### src/hdl/assert_macros.svh
// Assertion macros shared by the convolution engine RTL.
// Needs a clock named clk and an active-low reset named arst_n in scope.
`ifndef ASSERT_MACROS_SVH
`define ASSERT_MACROS_SVH

// Property checked on every rising clock edge outside reset.
`define ASSERT_CLK(label, prop, msg) \
	label: assert property (@(posedge clk) disable iff (!arst_n) prop) else $error(msg);

// Expression that must never be true outside reset.
`define ASSERT_NEVER(label, expr, msg) \
	label: assert property (@(posedge clk) disable iff (!arst_n) !(expr)) else $error(msg);

`endif

### src/hdl/i8c2d_pkg.sv
// Shared types and codes for the int8 conv2d dot-product engine.
// No dependencies; used by the MAC unit and the top level.
package i8c2d_pkg;

	// Request kinds carried in s_tuser
	localparam logic [1:0] REQ_LOAD_ACT = 2'd0;
	localparam logic [1:0] REQ_LOAD_WGT = 2'd1;
	localparam logic [1:0] REQ_COMPUTE  = 2'd2;

	// Configuration register indexes
	localparam logic [2:0] REG_IN_HEIGHT   = 3'd0;
	localparam logic [2:0] REG_IN_WIDTH    = 3'd1;
	localparam logic [2:0] REG_IN_CHANNELS = 3'd2;
	localparam logic [2:0] REG_STRIDE_ROWS = 3'd3;
	localparam logic [2:0] REG_STRIDE_COLS = 3'd4;
	localparam logic [2:0] REG_PAD_ROWS    = 3'd5;
	localparam logic [2:0] REG_PAD_COLS    = 3'd6;
	localparam logic [2:0] REG_PAD_VALUE   = 3'd7;

	// Width of unsigned dimensions up to 256, and of signed tap positions
	localparam int DIM_W = 9;
	localparam int POS_W = 10;
	localparam int ACC_W = 32;

	// Controls from the sequencer to the MAC unit
	typedef struct packed {
		logic clr;
		logic en;
	} mac_ctl_t;

endpackage

### src/hdl/i8c2d_mac.sv
// Shared signed 8x8 multiply-accumulate unit with a registered product.
// Depends on i8c2d_pkg for the control struct and accumulator width.
module i8c2d_mac (
	input  logic                                clk,
	input  logic                                arst_n,
	input  i8c2d_pkg::mac_ctl_t                 ctl,
	input  logic signed [7:0]                   a,
	input  logic signed [7:0]                   w,
	output logic signed [i8c2d_pkg::ACC_W-1:0]  acc,
	output logic                                busy
);

	logic signed [15:0]                  prod_s1;
	logic                                vld_s1;
	logic signed [i8c2d_pkg::ACC_W-1:0]  acc_q;

	// product stage
	always_ff @(posedge clk or negedge arst_n) begin
		if (!arst_n) begin
			vld_s1 <= 1'b0;
		end else begin
			vld_s1 <= ctl.en;
		end
	end

	always_ff @(posedge clk) begin
		prod_s1 <= a * w;
	end

	// accumulate, wraps at 32 bits
	always_ff @(posedge clk) begin
		if (ctl.clr) begin
			acc_q <= '0;
		end else if (vld_s1) begin
			acc_q <= acc_q + i8c2d_pkg::ACC_W'(prod_s1);
		end
	end

	assign acc  = acc_q;
	assign busy = vld_s1;

endmodule

### config.mk
export PLATFORM = sky130hd
export DESIGN_NAME = i8c2d_mac
export DESIGN_NICKNAME = d
export VERILOG_FILES = /design/src/hdl/assert_macros.svh /design/src/hdl/i8c2d_pkg.sv /design/src/hdl/i8c2d_mac.sv
export SDC_FILE = /design/constraint.sdc
export NUM_CORES = 1
export LEC_CHECK = 0
export ABC_AREA = 1
export BUFFER_PORTS_ARGS = -buffer_cell sky130_fd_sc_hd__buf_4
export CAP_MARGIN = 20
export CELL_PAD_IN_SITES_DETAIL_PLACEMENT = 1
export CELL_PAD_IN_SITES_GLOBAL_PLACEMENT = 1
export CORE_ASPECT_RATIO = 1.25
export CORE_MARGIN = 2
export CORE_UTILIZATION = 48
export CTS_CLUSTER_DIAMETER = 40
export DETAILED_ROUTE_END_ITERATION = 8
export PLACE_DENSITY = 0.94
export SLEW_MARGIN = 0
export SYNTH_ARGS = -nofsm -noshare
export SYNTH_HDL_FRONTEND = slang
export SYNTH_SLANG_ARGS = --single-unit
### constraint.sdc
create_clock -name clk -period 4.7 [get_ports clk]
set_input_delay 0.705 -clock clk [delete_from_list [all_inputs] [get_ports clk]]
set_output_delay 0.705 -clock clk [all_outputs]
set_load 0.01 [all_outputs]
Word-level counts from Yosys, hierarchy flattened
Cells that the tools add are included.
Storage, ports and cells
  bits in registers: 49
  input bits: 20
  output and inout port bits: 33
  logic and storage cells: 5
Operators by class
  $add $sub $neg: 1
  multiply operators: 1
Operators by type and width (count)
  32-bit by 16-bit adder with 32-bit output: 1
  8-bit by 8-bit multiplier with 16-bit output: 1

Depth between registers and ports, before layout
  depth after elaboration: 1
  mapped depth: 18
  mapped depth without buffers: 17

Worst setup path after synthesis
No wires, ideal clock.
  kind: input-to-reg
  start point: in a[0]
  end point: reg prod_s1[12]
  library setup time: 127 ps
  arrival: 4405 ps
  required time: 4573 ps
  slack: 168 ps
  stages on the path: 15
  buffers on the path: 1
  cells stage by stage: clkbuf_1 > or2_2 > fa_1 > fa_1 > inv_1 > fa_1 > inv_1 > fa_1 > inv_1 > ha_1 > a21oi_1 > o21ai_0 > a21oi_1 > o21ai_0 > xor2_1
On the way
  longest elaborated chain between the ends: 1
Ends and longest elaborated chain
  start, declared: line i8c2d_mac.sv:7  | input logic signed [7:0] a,
  8-bit by 8-bit multiplier with 16-bit output: line i8c2d_mac.sv:27  | prod_s1 <= a * w;
  end signal, assigned: line i8c2d_mac.sv:27
  end, declared: line i8c2d_mac.sv:13  | logic signed [15:0] prod_s1;
No other way between the ends.
A chain may end at the register's enable or synchronous reset.

Worst setup path after layout
Same ends and word-level chain as after synthesis.

==> summary.txt <==
Status = finished, final reports clean
Share of layout cells above drive strength 1 = 8.86%
Worst Path Class, Setup = in -> reg
Initial Util = 49.5%
DRC viols = 0
Busiest grt layer = met2
Slew HR = 47.9%
Initial drt markers = 254
# nets final = 1128
Unrepaired setup endpoints after global routing = no
Hold_ws = 0.166 ns
Core Area = 0.0128 mm2
P_leak = 4.14 nW
Antenna cells = 0
Min Clock Period, post-route = 4.45 ns
Arrival time worst endpoint = 4.63 ns
Post-CTS Setup Bufs = 0
CP peak stage delay = 0.57 ns
Port Buf Inserts = 52
Setup TNS = 0 ns
Worst skew pair latency = 0.30 ns
Psw = 0.00243 W
Number of enable flip-flop cells after synthesis = 0
Post-DP HPWL = 15400 um
CP Cell Sequence = buf_4 > or2_2 > fa_1 > fa_1 > inv_1 > fa_1 > inv_1 > fa_1 > inv_1 > ha_1 > a21oi_1 > o21ai_0 > a21oi_1 > o21ai_0 > xor2_1
Max-cap violations = 0
Drt wl/cell = 16.2 um
Setup violators final = 0
Switch share = 55.0%
Grt met2 use = 54.6%
Cell Area, Synth = 0.00632 mm2
Total wire length = 18800 um
CTS buffer count = 5
Post-synthesis to final-layout area growth = 10.6%
Slowest CP cell = fa_1
Clock-pin slew on the worst setup and hold paths = 0.07 ns
Worst-path maximum fanout = 4
Comb power frac = 75.0%
Post-Syn Area per Cell = 6.62 um2
Grt ovf = 0
Die area = 0.0141 mm2
Worst Tran Pin Value = 0.780 ns
Antenna-violating nets left = 0
Setup Skew = 0.00705 ns
Async SR Flop Fraction = 2.04%
First-pass GRT wire length = 31600 um
Sinks on Clock Net = 49
Htree depth = 2
Reg2reg path depth = 11
Ys flop type = dfxtp_1
Mapped Nets = 1091
Hold buffers post-CTS = 0
R2r startpoint = prod_s1[15]
Core Rows = 46
Internal Power = 0.00199 W
Total track usage = 27.7%
Clk pwr share = 8.7%
Final hold vios = 0
Met3 GRT Util = 2.67%
Pwr Density = 634 mW/mm2
Met1 Use GR = 29.2%
Post-CTS resize count = 0
Reg power frac = 16.3%
Clock Root Buffer = clkbuf_16
Pre-antenna DRT Iters = 4
Via-per-instance ratio = 5.26
R2r setup slk = 2.09 ns
Final slew viol count = 0
Die Span X = 107 um
Post-Synthesis Cells = 955
Most used cell, CP = fa_1
Critical Path RT = 4.88 ns
HP Class = in -> async
Distinct cells, synth = 36
Final instance area = 0.00699 mm2
Via count = 6109
Largest net degree at the start of global routing = 53
Worst setup EP type = register
Top Ports = 53
Yosys warning total = 0
Worst vdd ir = 0.000237 V
Final Wtd Congestion = 0.907
Register area share after synthesis = 15.6%
CTS tree = yes
Final period util = 94.7%
Clock Path Buffers = 2
Vias in the first global route = 6630
Fmax = 225 MHz
Antenna violations before repair = 0
DIE HEIGHT = 132 um
Setup crit start kind = input port
Reg-to-Reg End = acc[30]
Seq cells post-synth = 49
Pwr Total = 0.00443 W
Placed standard-cell area = 0.00683 mm2
==> cell usage in the layout, fill, tap and decap left out, types with 33 or more instances in the layout <==
master,Yosys,routed
a21oi_1,42,42
buf_4,1,55
dfxtp_1,48,48
fa_1,56,56
ha_1,60,60
inv_1,225,225
nand2_1,224,224
nand3_1,38,38
nor2_1,110,110
o21ai_0,33,33
==> kinds of logic (layout without fill, tap and decap cells) <==
| kind of cell | count (synthesis) | after routing | share of synthesized area, % |
|---|---|---|---|
| adder cells (fa/ha/maj) | 116 | 116 | 29.6 |
| XOR/XNOR | 30 | 30 | 4.16 |
| buffers and inverters | 251 | 289 | 15.1 |
| flip-flops | 49 | 49 | 15.6 |
| AO/OA/AOI/OAI | 95 | 95 | 8.34 |
| AND/OR/NAND/NOR | 414 | 414 | 27.1 |
==> layer usage <==
metal | share of wire [%] | up-vias
met5 | 0 | -
met1 | 38 | 2975
met3 | 2.5 | 60
li1 | - | 2948
met2 | 56 | 126
met4 | 3.7 | 0
==> power groups by stage <==
stage	Sequential (W)	Clock [W]	Combinational, W
after floorplan	0.000711	0	0.00235
after global placement	0.000724	0	0.00306
after detailed placement	0.000731	0	0.00326
after CTS	0.000722	0.000393	0.00332
after global routing	0.000736	0.000417	0.00374
final	0.000723	0.000385	0.00332
==> flip-flops by register name, summed over array words and instances (netlist names) <==
register,cells
acc,32
prod_s1,16
busy,1
==> metrics by stage <==
step | std cells | worst slack (ns) | utilization, %
2_1_floorplan | 955 | 0.168 | -
3_3_place_gp | 1153 | 0.122 | 53.5
3_5_place_dp | 1153 | -0.0696 | 53.5
4_1_cts | 1161 | 0.251 | 54.7
5_1_grt | 1161 | 0.0356 | 54.7
6_report | 1161 | 0.249 | 54.7
==> worst max-delay path, delay by kind of cell <==
kind                       cells  cell delay [ns]
adders and majority gates      5             2.50
AOI/OAI and AO/OA              4             0.67
buffers and inverters          4             0.30
xor gates and xnor gates       1             0.15
and+or+nand+nor                1             0.30
==> worst max path at each step <==
stage               start     endpoint  slack, ns  depth (start not counted)
floorplan            a[0]  prod_s1[12]       0.17                         15
global placement     a[0]  prod_s1[12]       0.12                         15
detailed placement   a[0]  prod_s1[12]      -0.07                         15
CTS                  a[0]  prod_s1[12]       0.25                         15
global route         a[0]  prod_s1[12]       0.04                         15
finish               a[0]  prod_s1[12]       0.25                         15
==> cell usage after synthesis, drive strengths merged (9+ instances only) <==
master / number / share of area, %
fa: 56 / 18
dfxtp: 48 / 15
xnor2: 9 / 1.2
nand3: 39 / 3.2
nor2: 113 / 6.8
nand2: 236 / 14
nand4: 9 / 0.89
a21oi: 44 / 3.6
o21ai: 34 / 2.7
inv: 226 / 13
ha: 60 / 12
clkbuf: 24 / 1.6
xor2: 21 / 2.9
==> final cells by class <==
type | count | area (um2)
clock buffer | 5 | 125
inverter | 226 | 848
sequential | 49 | 986
multi-input combinational | 655 | 4380
clock inverter | 3 | 28.8
tap | 168 | 210
timing repair buffer | 55 | 413
fill | 1810 | 5790
Note: power is estimated with default switching activity, not from simulation.
